## config.mk

```make
export PLATFORM = sky130hd
export DESIGN_NAME = tevq_datapath
export DESIGN_NICKNAME = d
export VERILOG_FILES = /design/src/tevq_pkg.sv /design/src/tevq_ram.sv /design/src/tevq_datapath.sv
export SDC_FILE = /design/constraint.sdc
export NUM_CORES = 2
export LEC_CHECK = 0
export BUFFER_PORTS_ARGS = -buffer_cell sky130_fd_sc_hd__buf_2
export CAP_MARGIN = 15
export CORE_UTILIZATION = 25
export DETAILED_ROUTE_END_ITERATION = 8
export PLACE_DENSITY = 0.42
export SETUP_SLACK_MARGIN = 0.4
export SLEW_MARGIN = 30
export SYNTH_ARGS = -nofsm -noshare
export SYNTH_HDL_FRONTEND = slang
export SYNTH_SLANG_ARGS = --single-unit
```

## constraint.sdc

```tcl
create_clock -name clk -period 12 [get_ports clk]
set_clock_uncertainty 0.2 [all_clocks]
set_input_delay 2.4 -clock clk [delete_from_list [all_inputs] [get_ports clk]]
set_output_delay 2.4 -clock clk [all_outputs]
set_load 0.02 [all_outputs]
```

## src/tevq_pkg.sv

```systemverilog
// Package holding the request and result codes and the controller interface types.
`timescale 1ns / 1ps
package tevq_pkg;

    localparam logic [2:0] OP_POST       = 3'd0;
    localparam logic [2:0] OP_CANCEL_ID  = 3'd1;
    localparam logic [2:0] OP_CANCEL_OBJ = 3'd2;
    localparam logic [2:0] OP_QUERY      = 3'd3;
    localparam logic [2:0] OP_ADVANCE    = 3'd4;

    localparam logic [2:0] KIND_POSTED    = 3'd0;
    localparam logic [2:0] KIND_CANCELLED = 3'd1;
    localparam logic [2:0] KIND_QUERY     = 3'd2;
    localparam logic [2:0] KIND_DUE       = 3'd3;
    localparam logic [2:0] KIND_DONE      = 3'd4;
    localparam logic [2:0] KIND_ERROR     = 3'd5;

    // Slot record: fire time, start time, id, object tag, event code.
    localparam int SLOT_W = 128;

    typedef struct packed {
        logic       latch;
        logic       scan_clear;
        logic       scan_rd;
        logic       emit;
        logic [2:0] emit_kind;
    } tevq_cmd_t;

    typedef struct packed {
        logic [2:0] op;
        logic       post_err;
        logic       adv_err;
        logic       found;
        logic       out_free;
    } tevq_status_t;

endpackage

```

## src/tevq_ram.sv

```systemverilog
// Generic single-port-write, single-port-read RAM with registered read data.
`timescale 1ns / 1ps
module tevq_ram #(
    parameter int WIDTH = 8,
    parameter int DEPTH = 32
) (
    input  logic                     clk,
    input  logic                     we,
    input  logic [$clog2(DEPTH)-1:0] waddr,
    input  logic [WIDTH-1:0]         wdata,
    input  logic                     re,
    input  logic [$clog2(DEPTH)-1:0] raddr,
    output logic [WIDTH-1:0]         rdata
);

    logic [WIDTH-1:0] mem [DEPTH];

    always_ff @(posedge clk)
    begin
        if (we)
        begin
            mem[waddr] <= wdata;
        end
        if (re)
        begin
            rdata <= mem[raddr];
        end
    end

endmodule

```

## src/tevq_datapath.sv

```systemverilog
// Datapath: clock and id registers, slot store, scan compare and result register.
`timescale 1ns / 1ps
module tevq_datapath
    import tevq_pkg::*;
#(
    parameter int QUEUE_DEPTH = 32
) (
    input  logic                           clk,
    input  logic                           rst_n,
    input  tevq_cmd_t                      cmd,
    input  logic [$clog2(QUEUE_DEPTH)-1:0] scan_addr,
    output tevq_status_t                   status,
    input  logic [2:0]                     operation,
    input  logic [31:0]                    fire_time,
    input  logic                           post_now,
    input  logic [15:0]                    event_code,
    input  logic [15:0]                    object_tag,
    input  logic [31:0]                    event_id,
    input  logic [31:0]                    target_time,
    output logic                           out_valid,
    input  logic                           out_stall,
    output logic [2:0]                     result_kind,
    output logic [31:0]                    result_id,
    output logic [15:0]                    result_object,
    output logic [15:0]                    result_code,
    output logic                           is_pending,
    output logic [31:0]                    time_left,
    output logic [31:0]                    scheduled_duration,
    output logic [31:0]                    time_since_post,
    output logic [31:0]                    clock_now,
    output logic                           last
);

    localparam int IW = $clog2(QUEUE_DEPTH);

    logic [31:0] cur_time_reg, cur_time_next;
    logic [31:0] next_id_reg, next_id_next;
    logic [QUEUE_DEPTH-1:0] valid_reg, valid_next;

    logic [2:0]  op_reg;
    logic [31:0] fire_reg, qid_reg, target_reg;
    logic        now_reg;
    logic [15:0] code_reg, tag_reg;

    logic          proc_reg, proc_next;
    logic [IW-1:0] proc_idx_reg;

    logic          found_reg, found_next;
    logic [IW-1:0] best_idx_reg, best_idx_next;
    logic [31:0]   best_fire_reg, best_fire_next;
    logic [31:0]   best_start_reg, best_start_next;
    logic [31:0]   best_age_reg, best_age_next;
    logic [31:0]   best_id_reg, best_id_next;
    logic [15:0]   best_obj_reg, best_obj_next;
    logic [15:0]   best_code_reg, best_code_next;

    logic        out_valid_reg, out_valid_next;
    logic [2:0]  kind_reg;
    logic [31:0] rid_reg, tleft_reg, dur_reg, since_reg, clk_now_reg;
    logic [15:0] robj_reg, rcode_reg;
    logic        pend_reg, last_reg;

    logic [IW-1:0]     free_idx;
    logic              full;
    logic              ram_we;
    logic [SLOT_W-1:0] ram_wdata, ram_rdata;
    logic [31:0]       post_fire;
    logic [31:0]       s_fire, s_start, s_id, s_age;
    logic [15:0]       s_obj, s_code;
    logic              s_valid;

    assign post_fire = now_reg ? cur_time_reg : fire_reg;
    assign full      = &valid_reg;

    always_comb
    begin
        free_idx = '0;
        for (int i = QUEUE_DEPTH - 1; i >= 0; i--)
        begin
            if (!valid_reg[i])
            begin
                free_idx = IW'(i);
            end
        end
    end

    assign ram_we    = cmd.emit && (cmd.emit_kind == KIND_POSTED);
    assign ram_wdata = {post_fire, cur_time_reg, next_id_reg, tag_reg, code_reg};

    tevq_ram #(
        .WIDTH (SLOT_W),
        .DEPTH (QUEUE_DEPTH)
    ) u_slots (
        .clk   (clk),
        .we    (ram_we),
        .waddr (free_idx),
        .wdata (ram_wdata),
        .re    (cmd.scan_rd),
        .raddr (scan_addr),
        .rdata (ram_rdata)
    );

    assign {s_fire, s_start, s_id, s_obj, s_code} = ram_rdata;
    assign s_valid = valid_reg[proc_idx_reg];
    assign s_age   = next_id_reg - s_id;

    assign status.op       = op_reg;
    assign status.post_err = (!now_reg && (fire_reg < cur_time_reg)) || full;
    assign status.adv_err  = target_reg < cur_time_reg;
    assign status.found    = found_reg;
    assign status.out_free = !out_valid_reg || !out_stall;

    always_comb
    begin
        cur_time_next   = cur_time_reg;
        next_id_next    = next_id_reg;
        valid_next      = valid_reg;
        proc_next       = cmd.scan_rd;
        found_next      = found_reg;
        best_idx_next   = best_idx_reg;
        best_fire_next  = best_fire_reg;
        best_start_next = best_start_reg;
        best_age_next   = best_age_reg;
        best_id_next    = best_id_reg;
        best_obj_next   = best_obj_reg;
        best_code_next  = best_code_reg;
        out_valid_next  = out_valid_reg && out_stall;

        if (proc_reg && s_valid)
        begin
            case (op_reg)
                OP_CANCEL_ID:
                begin
                    if (s_id == qid_reg)
                    begin
                        valid_next[proc_idx_reg] = 1'b0;
                    end
                end
                OP_CANCEL_OBJ:
                begin
                    if (s_obj == tag_reg)
                    begin
                        valid_next[proc_idx_reg] = 1'b0;
                    end
                end
                OP_QUERY:
                begin
                    if ((s_id == qid_reg) && !found_reg)
                    begin
                        found_next      = 1'b1;
                        best_fire_next  = s_fire;
                        best_start_next = s_start;
                    end
                end
                OP_ADVANCE:
                begin
                    if ((s_fire <= target_reg) &&
                        (!found_reg || (s_fire < best_fire_reg) ||
                         ((s_fire == best_fire_reg) && (s_age < best_age_reg))))
                    begin
                        found_next     = 1'b1;
                        best_idx_next  = proc_idx_reg;
                        best_fire_next = s_fire;
                        best_age_next  = s_age;
                        best_id_next   = s_id;
                        best_obj_next  = s_obj;
                        best_code_next = s_code;
                    end
                end
                default:
                begin
                end
            endcase
        end

        if (cmd.scan_clear)
        begin
            found_next = 1'b0;
        end

        if (cmd.emit)
        begin
            out_valid_next = 1'b1;
            case (cmd.emit_kind)
                KIND_POSTED:
                begin
                    valid_next[free_idx] = 1'b1;
                    next_id_next         = next_id_reg + 32'd1;
                end
                KIND_DUE:
                begin
                    valid_next[best_idx_reg] = 1'b0;
                    cur_time_next            = best_fire_reg;
                end
                KIND_DONE:
                begin
                    cur_time_next = target_reg;
                end
                default:
                begin
                end
            endcase
        end
    end

    always_ff @(posedge clk or negedge rst_n)
    begin
        if (!rst_n)
        begin
            cur_time_reg  <= '0;
            next_id_reg   <= 32'd1;
            valid_reg     <= '0;
            proc_reg      <= 1'b0;
            found_reg     <= 1'b0;
            out_valid_reg <= 1'b0;
        end
        else
        begin
            cur_time_reg  <= cur_time_next;
            next_id_reg   <= next_id_next;
            valid_reg     <= valid_next;
            proc_reg      <= proc_next;
            found_reg     <= found_next;
            out_valid_reg <= out_valid_next;
        end
    end

    always_ff @(posedge clk)
    begin
        if (cmd.latch)
        begin
            op_reg     <= operation;
            fire_reg   <= fire_time;
            now_reg    <= post_now;
            code_reg   <= event_code;
            tag_reg    <= object_tag;
            qid_reg    <= event_id;
            target_reg <= target_time;
        end
        proc_idx_reg   <= scan_addr;
        best_idx_reg   <= best_idx_next;
        best_fire_reg  <= best_fire_next;
        best_start_reg <= best_start_next;
        best_age_reg   <= best_age_next;
        best_id_reg    <= best_id_next;
        best_obj_reg   <= best_obj_next;
        best_code_reg  <= best_code_next;
        if (cmd.emit)
        begin
            kind_reg    <= cmd.emit_kind;
            rid_reg     <= '0;
            robj_reg    <= '0;
            rcode_reg   <= '0;
            pend_reg    <= 1'b0;
            tleft_reg   <= '0;
            dur_reg     <= '0;
            since_reg   <= '0;
            clk_now_reg <= cur_time_next;
            last_reg    <= cmd.emit_kind != KIND_DUE;
            case (cmd.emit_kind)
                KIND_POSTED:
                begin
                    rid_reg <= next_id_reg;
                end
                KIND_DUE:
                begin
                    rid_reg   <= best_id_reg;
                    robj_reg  <= best_obj_reg;
                    rcode_reg <= best_code_reg;
                end
                KIND_QUERY:
                begin
                    if (found_reg)
                    begin
                        pend_reg  <= 1'b1;
                        tleft_reg <= best_fire_reg - cur_time_reg;
                        dur_reg   <= best_fire_reg - best_start_reg;
                        since_reg <= cur_time_reg - best_start_reg;
                    end
                end
                default:
                begin
                end
            endcase
        end
    end

    assign out_valid          = out_valid_reg;
    assign result_kind        = kind_reg;
    assign result_id          = rid_reg;
    assign result_object      = robj_reg;
    assign result_code        = rcode_reg;
    assign is_pending         = pend_reg;
    assign time_left          = tleft_reg;
    assign scheduled_duration = dur_reg;
    assign time_since_post    = since_reg;
    assign clock_now          = clk_now_reg;
    assign last               = last_reg;

    a_emit_free: assert property (@(posedge clk) disable iff (!rst_n)
        cmd.emit |-> status.out_free)
        else $error("result loaded while the output register is still occupied");

    a_due_clears: assert property (@(posedge clk) disable iff (!rst_n)
        (cmd.emit && (cmd.emit_kind == KIND_DUE)) |=> !valid_reg[$past(best_idx_reg)])
        else $error("due event still stored after it was emitted");

    a_post_id: assert property (@(posedge clk) disable iff (!rst_n)
        (cmd.emit && (cmd.emit_kind == KIND_POSTED)) |=>
            (next_id_reg == $past(next_id_reg) + 32'd1))
        else $error("id counter did not step after a post");

    a_due_found: assert property (@(posedge clk) disable iff (!rst_n)
        (cmd.emit && (cmd.emit_kind == KIND_DUE)) |-> found_reg)
        else $error("due event emitted without a scan hit");

endmodule

```

# Word level (Yosys, flattened, before mapping)
# Memories as Yosys holds them, arrays and structs flattened. A register that Yosys moved wholly into a read port is not among the register bits.
# Index checks and enable logic that the tools add are counted.
# op_classes
magnitude_cmp,11
n_reduce_logical,29
n_mux,62
eq_ne,15
bitwise,5
n_addsub,5
# op_table
op,n
$pmux W32 S2,5
$mux W32,8
$mux W5,32
$lt A32 B32 Y1,4
$sub A32 B32 Y32,4
$and A32 B32 Y32,2
$eq A32 B32 Y1,2
$not A32 Y32,2
$add A32 B1 Y32 const B,1
$le A32 B32 Y1,1
$or A32 B32 Y32,1
$reduce_and A32 Y1,1
$lt A5 B6 Y1 const B,3
$eq A16 B16 Y1,1
$demux W1 S5,3
$ge A5 B1 Y1 const B,3
$eq A3 B2 Y1 const B,4
$mux W1,12
$logic_and A1 B1 Y1,10
$reduce_and A4 Y1,2
$eq A3 B3 Y1 const B,2
$ne A3 B3 Y1 const B,2
$reduce_and A3 Y1,2
$bmux W1 S5,1
other kinds (10),19
# totals
input_bits,147
word_cells,159
ff_bits,598
mem_count,1
ramBits,4096
# mem_list
memory,depth,word_bits,rd,rd_clocked_by_memory_dff,wr,line,text
u_slots.mem,32,128,1,1,1,tevq_ram.sv:16,logic [WIDTH-1:0] mem [DEPTH];

# Longest topological paths before layout
# depth
word_depth,39
mapped_depth,21
mapped_depth_nobuf,21

# Hierarchy
# Synthesis repeated with hierarchy kept, for this count alone.
# hier_totals
hier_cells,9199
area_unflattened_um2,188772.3
# modules_own_cells
module,area_each_um2,cells_each,n_inst
tevq_ram,156485.1,6440,1
tevq_datapath,32287.2,2759,1

# Worst setup path before layout
# OpenSTA, ideal clock, no wires.
# synth_path
path_kind,in2reg
from,input port cmd[0] (netlist name)
to,"memory u_slots.mem[28][0] (netlist name), enable pin"
cell_stages,8
path_slack_ps,1998
required_time_ps,11183
t_arrival_ps,9184
cell_sequence,buf_2 nor3_4 nand2_1 nor4_1 nand3_1 or2_2 clkbuf_1 nor2_1
# synth_via
elab_chain_len,4
# synth_rtl
item,line,text
start: declaration,tevq_datapath.sv:10,"input tevq_cmd_t cmd,"
$logic_not A3 Y1,tevq_datapath.sv:87,assign ram_we = cmd.emit && (cmd.emit_kind == KIND_POSTED);
$logic_and A1 B1 Y1,tevq_datapath.sv:87,
$mux W1,tevq_ram.sv:20,if (we)
$mux W1 (not written as such),tevq_ram.sv:22,mem[waddr] <= wdata;
end: declaration,tevq_ram.sv:16,
# No other way between the ends.

==> results.cfg <==
[placement]
port_buffers = 351
finalWeightedCongestion = 0.822
dp_hpwl_um = 373000

[sta]
tns_ns = 0
report.final.hold_viol_count = 0
final_max_slew_viol_count = 0
rsz0062_at_grt = false
hold_ws_ns = 0.211
finalCriticalPeriod_ns = 8.04
setup_viol = 0
maxSlewHeadroom = 0.221
max_freq_ghz = 0.124
tightest_slew_ns = 1.17
finalCritPeriodShare = 0.670

[routing]
avgViaCountPerCell = 4.67
routed-via-count = 94000
drt_iter0_markers = 9269
first_pass_iters = 8
ant_nets = 0
routedWlPerCell_um = 30.9
routed_wl_um = 623000
drc_errors = 0

[clock_tree]
postCtsHoldBufs = 0
cts_setup_buffers = 0
h-tree-depth = 6
cts_root_buffer = clkbuf_16
clk_pin_slew_ns = 0.06
cts_buffers = 550
ctsResizeCount = 0
clock_path_buffers = 4
clock_sinks = 4822
clk_latency_ns = 1.11
cts_tree = built

[hold_path]
hp-class = reg -> reg
min-delay-start = u_slots.rdata[6]

[logic_synthesis]
synthAdderAreaFrac = 0.0190
yosys_warnings = 0
synth_edf_count = 4718
synth_top_family_by_area = multiplexers
syn_avg_cell_area_sq_um = 22.0
synth_top_area_cell = edfxtp_1
synth_compound_area_frac = 0.0223
async_reset_ff_frac = 0.0205
synth.area.mux_share = 0.162
synthTopCellsByArea = edfxtp_1, mux4_2, ha_1, dfrtp_1, mux2_2
yosysMostFrequentCell = edfxtp_1
synthTopCellsByCount = edfxtp_1, mux4_2, clkbuf_1, ha_1, inv_1
synth-main-ff-cell = edfxtp_1
synth_xor_area_frac = 0.00773
syn-num-nets = 9093
syn_area_sq_um = 190000
synth_top_area_frac = 0.744
syn-instance-count = 8660
synthSimpleGateAreaFrac = 0.0190
yosysSeqAreaShare = 0.758
synth_seq_cells = 4822
synth.distinct_cells = 87

[power_and_ir_drop]
p_leak_nw = 73.1
ir_worst_vdd_mv = 0.158
cellPowerDensity_nw_per_um2 = 172

[final_layout]
syn_to_final_growth_pct = 18.0
drive_gt1_frac = 0.298
register_area_sq_um = 144000
final_nets = 9960
multi_input_area_sq_um = 44400
top_register = u_slots.mem
nFillCells = 73700
reg_top3 = u_slots.mem x4096, u_slots.rdata x128
largest_reg_flops = 4096

[critical_path]
cp.required_ns = 9.40
slowest_delay_ns = 0.76
cp_max_fo = 37
path_buf_inv = 3
crit_family = compound AO/OA/AOI/OAI gates
path_class = reg -> out
cp_cell_sequence = inv_1, ha_1, a21o_1, a21o_1, a211oi_1, o21bai_1, a31oi_1, o31ai_1, buf_4, o31a_1, o21ai_0, buf_2
crit_top_cell = a21o_1
crit_slowest_cell = dfrtp_2
crit_start = cur_time_reg[1]
worstSetupEndpointType = output pin
r2r_start = next_id_reg[0]
critPathArrivalTime_ns = 5.44
critPathLaunchType = flip-flop

[status]
status = complete, no violations

[flow_run]
maxCapViolCount = 0

[global_route]
grt_start_max_net_pins = 131
grt_usage = 0.158
grt_overflow_total = 0
grt_pass1_vias = 98200
grt_pass1_wl_um = 844000
antenna_found_initial = 57

[floorplanning]
die_area_sq_um = 765000
core_sq_um = 759000
rows = 320
die_w_um = 875
io_pins = 352
die_h_um = 875
initial_utilization = 0.251
[routing by layer]
metal | share of wire | global-route usage | vias to the layer above
li1 | - | - | 38300
met1 | 0.43 | 0.211 | 52200
met2 | 0.49 | 0.267 | 2773
met3 | 0.050 | 0.0258 | 745
met4 | 0.030 | 0.0432 | 12
met5 | 0.00013 | 0 | -
[cell type report]
class	count	share of cell area
flip-flops and latches	4822	0.642
multi-input cells	3255	0.197
clock buffers	692	0.0647
well taps	10100	0.0565
repair buffers	669	0.0225
clock inverters	288	0.0124
inverters	229	0.00383
diodes	39	0.000434
[kinds of logic after synthesis]
family                   Yosys count
flip-flops                      4822
multiplexers                    1454
AND/OR/NAND/NOR                  720
AO/OA/AOI/OAI                    627
buffers and inverters            583
adder cells (fa/ha/maj)          286
XOR/XNOR                         168
[where the power goes]
group | leakage, nW | internal [W] | switching (W)
clock network | 8.40 | 0.00934 | 0.00703
logic | 19.3 | 0.000970 | 0.00204
registers | 45.4 | 0.0191 | 0.000274
total | 73.1 | 0.0294 | 0.00934
[final timing paths]
path | to | slack, ns | depth (start not counted)
worst min register to register | best_code_reg[6] | 0.21 | 0
min in group asynchronous | cur_time_reg[0] | 1.07 | 1
worst max register to register | best_code_reg[1] | 4.64 | 21
worst min-delay path | best_code_reg[6] | 0.21 | 0
worst max-delay path | status[3] | 3.96 | 12
max in group asynchronous | next_id_reg[16] | 9.31 | 2
[per-stage QoR]
stage	total power, W	setup slack, ns	area, sq um	utilization	cells
2_1_floorplan	0.0212	2.00	190000	-	8660
3_3_place_gp	0.0227	4.25	206000	0.272	19100
3_5_place_dp	0.0228	4.22	207000	0.273	19100
4_1_cts	0.0393	3.35	224000	0.295	20100
5_1_grt	0.0400	3.71	225000	0.296	20100
6_report	0.0388	3.96	225000	0.296	20100
[placed cells by master, fill, tap and decap left out, drive strengths merged, types with 11 or more instances in the layout]
cell | netlist | layout
a211oi | 27 | 27
a21boi | 14 | 14
a21o | 85 | 85
a21oi | 131 | 131
a22o | 32 | 32
a22oi | 35 | 35
a31oi | 16 | 16
and3 | 44 | 44
buf | 72 | 669
bufinv | 0 | 32
clkbuf | 282 | 692
clkinv | 1 | 216
clkinvlp | 0 | 14
dfrtp | 98 | 98
diode | 0 | 39
edfxtp | 4718 | 4718
ha | 282 | 282
inv | 228 | 255
mux2 | 162 | 162
mux4 | 1290 | 1290
nand2 | 162 | 162
nand2b | 40 | 40
nand3 | 62 | 62
nand3b | 11 | 11
nand4 | 54 | 54
nor2 | 185 | 185
nor2b | 29 | 29
nor3 | 46 | 46
nor4 | 25 | 25
o211ai | 14 | 14
o21a | 44 | 44
o21ai | 118 | 118
o221ai | 31 | 31
o31ai | 14 | 14
or2 | 13 | 13
or3 | 11 | 11
xnor2 | 74 | 74
xor2 | 94 | 94
Power figures use the tool's default switching activity.
