--- config.mk ---
export PLATFORM = sky130hd
export DESIGN_NAME = tevq_ctrl
export DESIGN_NICKNAME = d
export VERILOG_FILES = /design/src/tevq_pkg.sv /design/src/tevq_ctrl.sv
export SDC_FILE = /design/constraint.sdc
export NUM_CORES = 1
export LEC_CHECK = 0
export BUFFER_PORTS_ARGS = -buffer_cell sky130_fd_sc_hd__buf_2
export CORE_MARGIN = 2
export CORE_UTILIZATION = 42
export DETAILED_ROUTE_END_ITERATION = 10
export PLACE_DENSITY = 0.68
export SLEW_MARGIN = 20
export SYNTH_ARGS = -nofsm -noshare
export SYNTH_HDL_FRONTEND = slang
export SYNTH_SLANG_ARGS = --single-unit
--- constraint.sdc ---
create_clock -name clk -period 3.9 [get_ports clk]
set_input_delay 0.585 -clock clk [delete_from_list [all_inputs] [get_ports clk]]
set_output_delay 0.585 -clock clk [all_outputs]
set_load 0.02 [all_outputs]
--- src/tevq_pkg.sv ---
// Package holding the request and result codes and the controller interface types.
`timescale 1ns / 1ps
package tevq_pkg;

    localparam logic [2:0] OP_POST       = 3'd0;
    localparam logic [2:0] OP_CANCEL_ID  = 3'd1;
    localparam logic [2:0] OP_CANCEL_OBJ = 3'd2;
    localparam logic [2:0] OP_QUERY      = 3'd3;
    localparam logic [2:0] OP_ADVANCE    = 3'd4;

    localparam logic [2:0] KIND_POSTED    = 3'd0;
    localparam logic [2:0] KIND_CANCELLED = 3'd1;
    localparam logic [2:0] KIND_QUERY     = 3'd2;
    localparam logic [2:0] KIND_DUE       = 3'd3;
    localparam logic [2:0] KIND_DONE      = 3'd4;
    localparam logic [2:0] KIND_ERROR     = 3'd5;

    // Slot record: fire time, start time, id, object tag, event code.
    localparam int SLOT_W = 128;

    typedef struct packed {
        logic       latch;
        logic       scan_clear;
        logic       scan_rd;
        logic       emit;
        logic [2:0] emit_kind;
    } tevq_cmd_t;

    typedef struct packed {
        logic [2:0] op;
        logic       post_err;
        logic       adv_err;
        logic       found;
        logic       out_free;
    } tevq_status_t;

endpackage

--- src/tevq_ctrl.sv ---
// Controller state machine sequencing requests, slot scans and result emission.
`timescale 1ns / 1ps
module tevq_ctrl
    import tevq_pkg::*;
#(
    parameter int QUEUE_DEPTH = 32
) (
    input  logic                           clk,
    input  logic                           rst_n,
    input  logic                           in_valid,
    output logic                           in_stall,
    input  tevq_status_t                   status,
    output tevq_cmd_t                      cmd,
    output logic [$clog2(QUEUE_DEPTH)-1:0] scan_addr
);

    localparam int IW = $clog2(QUEUE_DEPTH);
    localparam logic [IW-1:0] LAST_IDX = IW'(QUEUE_DEPTH - 1);

    localparam logic [2:0] S_IDLE   = 3'd0;
    localparam logic [2:0] S_DECIDE = 3'd1;
    localparam logic [2:0] S_SCAN   = 3'd2;
    localparam logic [2:0] S_TAIL   = 3'd3;
    localparam logic [2:0] S_FINISH = 3'd4;

    logic [2:0]    state_reg, state_next;
    logic [IW-1:0] cnt_reg, cnt_next;

    assign in_stall  = state_reg != S_IDLE;
    assign scan_addr = cnt_reg;

    always_comb
    begin
        state_next = state_reg;
        cnt_next   = cnt_reg;
        cmd        = '0;
        case (state_reg)
            S_IDLE:
            begin
                if (in_valid)
                begin
                    cmd.latch  = 1'b1;
                    state_next = S_DECIDE;
                end
            end
            S_DECIDE:
            begin
                if (status.op inside {OP_CANCEL_ID, OP_CANCEL_OBJ, OP_QUERY} ||
                    ((status.op == OP_ADVANCE) && !status.adv_err))
                begin
                    cmd.scan_clear = 1'b1;
                    cnt_next       = '0;
                    state_next     = S_SCAN;
                end
                else if (status.out_free)
                begin
                    cmd.emit      = 1'b1;
                    cmd.emit_kind = ((status.op == OP_POST) && !status.post_err) ?
                                    KIND_POSTED : KIND_ERROR;
                    state_next    = S_IDLE;
                end
            end
            S_SCAN:
            begin
                cmd.scan_rd = 1'b1;
                cnt_next    = cnt_reg + 1'b1;
                if (cnt_reg == LAST_IDX)
                begin
                    cnt_next   = '0;
                    state_next = S_TAIL;
                end
            end
            S_TAIL:
            begin
                state_next = S_FINISH;
            end
            S_FINISH:
            begin
                if (status.out_free)
                begin
                    cmd.emit   = 1'b1;
                    state_next = S_IDLE;
                    case (status.op)
                        OP_QUERY:
                        begin
                            cmd.emit_kind = KIND_QUERY;
                        end
                        OP_ADVANCE:
                        begin
                            if (status.found)
                            begin
                                cmd.emit_kind  = KIND_DUE;
                                cmd.scan_clear = 1'b1;
                                state_next     = S_SCAN;
                            end
                            else
                            begin
                                cmd.emit_kind = KIND_DONE;
                            end
                        end
                        default:
                        begin
                            cmd.emit_kind = KIND_CANCELLED;
                        end
                    endcase
                end
            end
            default:
            begin
                state_next = S_IDLE;
            end
        endcase
    end

    always_ff @(posedge clk or negedge rst_n)
    begin
        if (!rst_n)
        begin
            state_reg <= S_IDLE;
            cnt_reg   <= '0;
        end
        else
        begin
            state_reg <= state_next;
            cnt_reg   <= cnt_next;
        end
    end

endmodule

== After elaboration in Yosys (flattened, before gate mapping) ==
Index checks and enable logic that the tools add are counted.
Cells by class
  add/subtract/negate cells: 1
  eq/ne operators: 14
  muxes and demuxes: 26
  reduce and logical (&&, ||, !) cells: 12
Operators with widths (number)
  $mux W3: 7
  $pmux W3 S5: 1
  $eq A3 B2 Y1 const B: 4
  $mux W4: 3
  $mux W5: 2
  $pmux W5 S2: 1
  $ne A2 B2 Y1 const B: 4
  $pmux W4 S2: 1
  $mux W1: 7
  $eq A3 B1 Y1 const B: 2
  $eq A3 B3 Y1 const B: 2
  $logic_not A3 Y1: 2
  $pmux W3 S2: 1
  $reduce_bool A3 Y1: 2
  $add A5 B1 Y5 const B: 1
  $eq A5 B5 Y1 const B: 1
  $mux W2: 2
  $reduce_and A4 Y1: 1
  $ne A3 B3 Y1 const B: 1
  $logic_and A1 B1 Y1: 2
  $logic_not A1 Y1: 2
  $pmux W1 S2: 1
  $reduce_and A2 Y1: 1
  $reduce_bool A2 Y1: 1
  $logic_or A1 B1 Y1: 1
Word-level totals
  bits in registers: 8
  input bits: 10
  output and inout bits: 13
  word-level logic and storage cells: 55

== Depth between registers and ports, before layout ==
Gate-level depths: netlist of the first run.
  depth in word-level cells: 6
  gate-level depth with buffers: 6
  gate-level depth less buffers: 6

== Worst setup path after synthesis of the first run ==
OpenSTA, ideal clock, no wires.
  kind: input-to-output
  from: input status[6] (netlist name)
  to: output cmd[5] (netlist name)
  data arrival time: 1905 ps
  required time: 3315 ps
  path slack: 1410 ps
  stages: 4
  cell sequence: buf_6 or4b_4 o21a_1 o32ai_1
RTL lines
  from (decl): RTL line tevq_ctrl.sv:12  | input tevq_status_t status,
  to (decl): RTL line tevq_ctrl.sv:13  | output tevq_cmd_t cmd,

==> results of run 1 <==
[worst max-delay path: stages]
cell,delay (ns)
buf_2,0.17
or4b_4,0.49
o21a_1,0.15
o32ai_1,0.26
buf_2,0.21
[cell families after synthesis]
kind of cell    Yosys count  share of synthesized area [%]
flops                     8                          32.13
simple gates             29                          27.91
fa+ha+maj                 2                          4.015
buf+inv                   6                          6.627
compound gates           21                          27.51
mux                       1                          1.807
[synth_stat cells, drive strengths merged, types with 2 or more instances]
cell,count,area [µm²]
dfrtp,8,200.2
nand2,2,7.510
nand3b,3,22.52
nand3,5,25.02
a21oi,5,25.02
nor2,6,22.52
ha,2,25.02
o31ai,2,15.01
nand2b,2,12.51
o21ai,2,13.76
a22o,2,17.52
and3,3,18.77
inv,3,11.26
buf,3,30.03
a211o,2,17.52
[worst max path at each step]
stage	startpoint	end	cells past startpoint
finish	status[6]	cmd[5]	5
global route	status[5]	cmd[2]	6
CTS	status[5]	cmd[5]	5
detailed placement	status[5]	cmd[5]	5
global placement	status[6]	cmd[5]	5
floorplan	status[6]	cmd[5]	4
[metal layers]
metal	track usage [%]	part of all wire (%)	vias to the layer above
met5	0	0	-
met1	21.78	46	269
li1	-	-	305
met2	26.46	48	26
met3	5.172	6.3	0
met4	9.375	0	0
[report_power, final]
| group | internal (mW) | total (mW) | switching (mW) | leakage, nW |
|---|---|---|---|---|
| clock | 0.0354 | 0.0662 | 0.0308 | 0.0138 |
| combinational | 0.0934 | 0.237 | 0.144 | 0.260 |
| sequential | 0.107 | 0.149 | 0.0418 | 0.106 |
| total | 0.236 | 0.452 | 0.217 | 0.381 |
[metrics by stage]
step / setup slack (ns) / total power [mW]
after global placement: 1.483 / 0.3863
after floorplan: 1.410 / 0.3272
after detailed placement: 1.450 / 0.3871
final: 1.452 / 0.4522
after CTS: 1.445 / 0.4567
after global routing: 1.351 / 0.4885
[layout make-up]
cell class | instances | area, µm²
Fill cell | 127 | 605.6
Tap cell | 15 | 18.77
Multi-Input combinational cell | 53 | 381.6
Inverter | 3 | 11.26
Timing Repair Buffer | 22 | 110.1
Sequential cell | 8 | 200.2
Clock buffer | 3 | 22.52
==> results.toml, run 1 <==
[final_layout]
finish.utilization_pct = 55.14
final_common_cell = "buf_2"
drive_above_1_share_pct = 32.58
fin_area_um2 = 744.5
final_nets = 103
synthToLayoutAreaGrowth_pct = 19.48
largest_register_ffs = 5
fin_cells = 104
most-common-layout-cells = "buf_2, dfrtp_1, nor2_1"
n_antenna_cell = 0

[global_routing]
grt-ovfl-total = 0
grt_max_degree = 12
grt_pass1_vias = 526
grt_usage_pct = 17.38
antenna_found_initial = 0
grt_pass1_wl_um = 2318

[timing]
hold_ws_ns = 0.1618
finalHoldViolations = 0
rsz0062_at_grt = "no"
fin_crit_sh_pct = 62.77
period_needed_ns = 2.448
fmax_mhz = 408.5
tns_ns = 0
max_slew_margin_pct = 69.43
fin_skew_ns = 0.001063
drv_slew = 0
worst_slew_pin_slew_ns = 0.4569
setup_violations = 0

[logic_synthesis]
syn_inst = 67
yosysUniqueCellTypes = 34
yosysSeqAreaShare_pct = 32.13
synth_edf_count = 0
synthFlopType = "dfrtp_1"
ys_ff_latch = 8
ys.warnings.count = 0
netlist_area_um2 = 623.1
syn_avg_cell_area_um2 = 9.300
async_flop_share_pct = 100.0
syn_nets = 79

[die]
start_util_pct = 46.15
rows = 13
core_area_um2 = 1350
die_w_um = 42.52
die_y_um = 42.52
die_area_um2 = 1808
ios = 23

[drt]
drt_first_iter_violations = 10
wire_per_inst_um = 13.66
drtAntennaViolNets = 0
vias = 600
dr.pass1.iters = 4
totalWireLength_um = 1421
viasPerCell = 5.769
drc = 0

[placed_design]
dp_hpwl_um = 1114
post-place-cells = 101
gp_congestion = 0.8179
io_buffers = 22
placed_cell_area_um2 = 721.9

[clocking]
clock_path_buffers = 2
insertion_delay_ns = 0.26
post_cts_buffers = 0
cts_root_buf = "clkbuf_4"
cts_buffers = 3
cts-hold-fix-buffers = 0
cts_sinks = 8
ctsResizeCount = 0
h-tree-depth = 1
cts_tree = "done"
clk_pin_slew_ns = 0.06

[worst_setup_path]
r2r-start = "state_reg[2]$_DFFE_PN0P_"
crit_type = "in -> out"
path_max_fanout = 10
reg2reg_slack_ns = 2.24
r2r-end = "scan_addr[3]$_DFFE_PN0P_"
cp_data_required_time_ns = 3.31
worst_r2r_path_depth = 4
end_kind = "primary output"
start_kind = "input pin"
cp_data_arrival_time_ns = 1.86

[pwr]
ir_worst_vdd_v = 0.0003247
power_density_nw_per_um2 = 607.4
p_leak_nw = 0.3805

[flow_run]
maxCapViolCount = 0

[outcome]
outcome = "complete, no violations"

[min_path]
min_path_type = "in -> async"
Power figures use the tool's default switching activity.
==> run 2: changes to the inputs <==
Settings changed: PLACE_DENSITY 0.68 to 0.7.
Clock period 3.9 ns to 2.04 ns, I/O delays scaled along.
==> results.toml, run 2 (synthesis results as in run 1) <==
[outcome]
outcome = "complete, no violations"

[die]
core_area_um2 = 1350
start_util_pct = 46.15
die_y_um = 42.52
ios = 23
rows = 13
die_area_um2 = 1808
die_w_um = 42.52

[global_routing]
grt_pass1_vias = 493
grt_pass1_wl_um = 2283
grt-ovfl-total = 0
antenna_found_initial = 0
grt_max_degree = 12
grt_usage_pct = 16.73

[worst_setup_path]
worstSetupStartpoint = "state_reg[2]$_DFFE_PN0P_"
r2r-start = "scan_addr[0]$_DFFE_PN0P_"
start_kind = "flop"
crit_type = "reg -> out"
cpLargestDelayFamily = "flip-flops"
cp_data_arrival_time_ns = 1.60
end_kind = "primary output"
crit_buf_inv = 2
cp_data_required_time_ns = 1.73
cp_slowest_cell = "dfrtp_1"
worst_r2r_path_depth = 6
worstPathCellList = "or3b_1 > inv_1 > buf_2"
max_stage_delay_ns = 0.49
path_max_fanout = 11
critical_path_depth = 3

[final_layout]
largest_register_ffs = 5
final_nets = 105
synthToLayoutAreaGrowth_pct = 22.29
n_antenna_cell = 0
most-common-layout-cells = "buf_2, dfrtp_1, nor2_1"
final_common_cell = "buf_2"
drive_above_1_share_pct = 32.97
finish.utilization_pct = 56.44

[timing]
fin_skew_ns = 0.0003188
fin_crit_sh_pct = 93.23
setup_violations = 0
rsz0062_at_grt = "no"
max_slew_margin_pct = 78.46
finalHoldViolations = 0
worst_slew_pin_slew_ns = 0.3232
hold_ws_ns = 0.4153
period_needed_ns = 1.902
fmax_mhz = 525.8
drv_slew = 0
tns_ns = 0

[pwr]
internal-power_uw = 452.5
p_clk_share_pct = 14.0
power_density_nw_per_um2 = 1139
ir_worst_vdd_v = 0.0005612
power_frac_seq_pct = 33.2
p_sw_share_pct = 47.85
p_leak_nw = 0.3898
power_frac_comb_pct = 52.8
netSwitchingPower_uw = 415.1

[clocking]
clock_path_buffers = 2
cts_root_buf = "clkbuf_4"
post_cts_buffers = 0
cts_buffers = 3
cts-hold-fix-buffers = 1
h-tree-depth = 1
clk_pin_slew_ns = 0.06
ctsResizeCount = 0
cts_sinks = 8
insertion_delay_ns = 0.25
cts_tree = "done"

[drt]
wire_per_inst_um = 13.81
drt_first_iter_violations = 15
viasPerCell = 5.934
dr.pass1.iters = 4
vias = 629
drc = 0
totalWireLength_um = 1464
drtAntennaViolNets = 0

[placed_design]
dp_hpwl_um = 1126
gp_congestion = 0.8363
io_buffers = 22

[min_path]
min_path_type = "in -> async"

[flow_run]
maxCapViolCount = 0
==> run 2: cell count changes in the layout (fill, tap and decap cells not counted), sizes merged <==
cell	previous run	this run
dlygate4sd3	0	1
buf	22	23
==> run 2: worst register-to-register path: cells and delay by family (launching register included) <==
family          cells  cell delay [ns]
compound gates      2             0.38
fa+ha+maj           2             0.44
flops               1             0.41
simple gates        2             0.40
==> run 2: cell type report <==
type                            count  area [µm²]
Sequential cell                     8       200.2
Inverter                            3       11.26
Tap cell                           15       18.77
Timing Repair Buffer               24       127.6
Clock buffer                        3       22.52
Fill cell                         131       588.1
Multi-Input combinational cell     53       381.6
==> run 2: path summary, 6_finish.rpt <==
check / slack (ns) / to
setup / recovery: 0.14 / cmd[4]
hold / removal: 0.42 / scan_addr[2]$_DFFE_PN0P_
setup reg to reg: 0.31 / state_reg[1]$_DFFE_PN0P_
hold reg to reg: 0.52 / scan_addr[4]$_DFFE_PN0P_
max in group asynchronous: 1.46 / state_reg[1]$_DFFE_PN0P_
min in group clk: 0.43 / state_reg[1]$_DFFE_PN0P_
==> run 2: per-stage QoR <==
step	power (mW)	cell area (µm²)	setup WS, ns	instances
after CTS	0.8724	762.0	0.1229	106
after global routing	0.9361	762.0	0.05970	106
after floorplan	0.6255	623.1	0.1077	67
after detailed placement	0.7416	729.5	0.1506	102
after global placement	0.7374	729.5	0.1742	102
final	0.8676	762.0	0.1382	106
==> run 2: power groups by stage <==
stage	clock network (mW)	logic, mW	registers, mW
finish	0.122	0.458	0.288
global route	0.138	0.502	0.297
detailed placement	0	0.454	0.288
CTS	0.128	0.459	0.286
global placement	0	0.451	0.286
floorplan	0	0.348	0.278
==> run 2: per-layer routing <==
layer / up-vias / wire [µm] / track usage [%]
met3: 4 / 67 / 6.466
met4: 0 / 33 / 5.625
met2: 18 / 665 / 22.46
li1: 311 / - / -
met5: - / 0 / 0
met1: 296 / 698 / 24.02
==> run 3: changes to the inputs <==
Settings changed: PLACE_DENSITY 0.7 to not set, PLACE_DENSITY_LB_ADDON set to 0.08.
==> results.toml, run 3 (synthesis results as in run 1) <==
[outcome]
outcome = "complete, no violations"

[pwr]
internal-power_uw = 453.3
ir_worst_vdd_v = 0.0005811
netSwitchingPower_uw = 404.2
power_frac_comb_pct = 52.6
p_sw_share_pct = 47.14
power_density_nw_per_um2 = 1114
p_clk_share_pct = 13.6
finalPower_uw = 857.5
p_leak_nw = 0.3946
power_frac_seq_pct = 33.7

[min_path]
min_path_type = "in -> reg"

[die]
die_area_um2 = 1808
rows = 13
ios = 23
core_area_um2 = 1350
die_w_um = 42.52
start_util_pct = 46.15
die_y_um = 42.52

[final_layout]
fin_cells = 107
finish.utilization_pct = 57.00
multi_input_area_um2 = 381.6
final_common_cell = "buf_2"
most-common-layout-cells = "buf_2, dfrtp_1, nor2_1"
drive_above_1_share_pct = 33.70
final_nets = 106
largest_register_ffs = 5
n_antenna_cell = 0
fillers = 136
synthToLayoutAreaGrowth_pct = 23.49
regArea_um2 = 200.2

[worst_setup_path]
end_kind = "primary output"
crit_type = "reg -> out"
cp_data_arrival_time_ns = 1.61
start_kind = "flop"
path_max_fanout = 11
cp_data_required_time_ns = 1.73

[timing]
finalHoldViolations = 0
drv_slew = 0
period_needed_ns = 1.915
hold_ws_ns = 0.4159
tns_ns = 0
worst_slew_pin_slew_ns = 0.3232
max_slew_margin_pct = 78.45
fmax_mhz = 522.2
fin_skew_ns = 0.001410
fin_crit_sh_pct = 93.88
rsz0062_at_grt = "no"
setup_violations = 0

[drt]
dr.pass1.iters = 4
totalWireLength_um = 1377
drc = 0
drtAntennaViolNets = 0
drt_first_iter_violations = 11
wire_per_inst_um = 12.87
viasPerCell = 5.850
vias = 626

[global_routing]
grt-ovfl-total = 0
grt_max_degree = 12
grt_usage_pct = 14.94
grt_pass1_wl_um = 2111
antenna_found_initial = 0
grt_pass1_vias = 528

[clocking]
post_cts_buffers = 0
clk_pin_slew_ns = 0.05
cts_sinks = 8
insertion_delay_ns = 0.24
cts_buffers = 3
cts_root_buf = "clkbuf_4"
clock_path_buffers = 2
h-tree-depth = 1
cts_tree = "done"

[placed_design]
dp_hpwl_um = 1045
post-place-cells = 103
io_buffers = 22
gp_congestion = 0.7385

[flow_run]
maxCapViolCount = 0
==> run 3: metal layers <==
| layer | GRT usage [%] | vias up | wire length [µm] |
|---|---|---|---|
| met1 | 19.01 | 293 | 640 |
| met5 | 0 | - | 0 |
| met3 | 1.293 | 2 | 45 |
| met2 | 24.92 | 18 | 678 |
| met4 | 7.500 | 0 | 12 |
| li1 | - | 313 | - |
==> run 3: metrics by stage <==
stage | setup WS [ns] | area (µm²)
after floorplan | 0.1077 | 623.1
after global placement | 0.1817 | 737.0
after detailed placement | 0.1803 | 737.0
after CTS | 0.1384 | 769.5
after global routing | 0.06635 | 769.5
final | 0.1249 | 769.5
==> run 3: worst max-delay path, cell delays in order, from the launching register on <==
cell     delay [ns]
dfrtp_1        0.49
or3b_1         0.48
inv_1          0.19
buf_2          0.20
==> run 3: timing repair <==
item                                   4_1_cts  5_1_grt
hold buffers                                 1        0
endpoints found under the hold margin        8        0
resized for setup                            0        0
==> run 3: power groups by stage <==
stage	clock network (mW)	logic, mW	registers, mW
4_1_cts	0.121	0.456	0.286
5_1_grt	0.130	0.492	0.297
3_5_place_dp	0	0.453	0.288
2_1_floorplan	0	0.348	0.278
6_report	0.117	0.451	0.289
3_3_place_gp	0	0.451	0.289
==> run 3: final cells by class <==
type / instances / share of cell area, %
Multi-Input combinational cell: 53 / 49.59
Sequential cell: 8 / 26.02
Timing Repair Buffer: 25 / 17.56
Clock buffer: 3 / 2.927
Tap cell: 15 / 2.439
Inverter: 3 / 1.463
==> run 3: path summary, 6_finish.rpt <==
path / start / to / slack [ns] / cells past startpoint
min: in_valid / state_reg[1]$_DFFE_PN0P_ / 0.42 / 3
max in group asynchronous: rst_n / scan_addr[0]$_DFFE_PN0P_ / 1.44 / 2
min in group asynchronous: rst_n / state_reg[0]$_DFFE_PN0P_ / 0.44 / 2
max reg2reg: scan_addr[0]$_DFFE_PN0P_ / state_reg[1]$_DFFE_PN0P_ / 0.34 / 6
min reg2reg: scan_addr[4]$_DFFE_PN0P_ / scan_addr[4]$_DFFE_PN0P_ / 0.52 / 1
max: state_reg[2]$_DFFE_PN0P_ / cmd[4] / 0.12 / 3
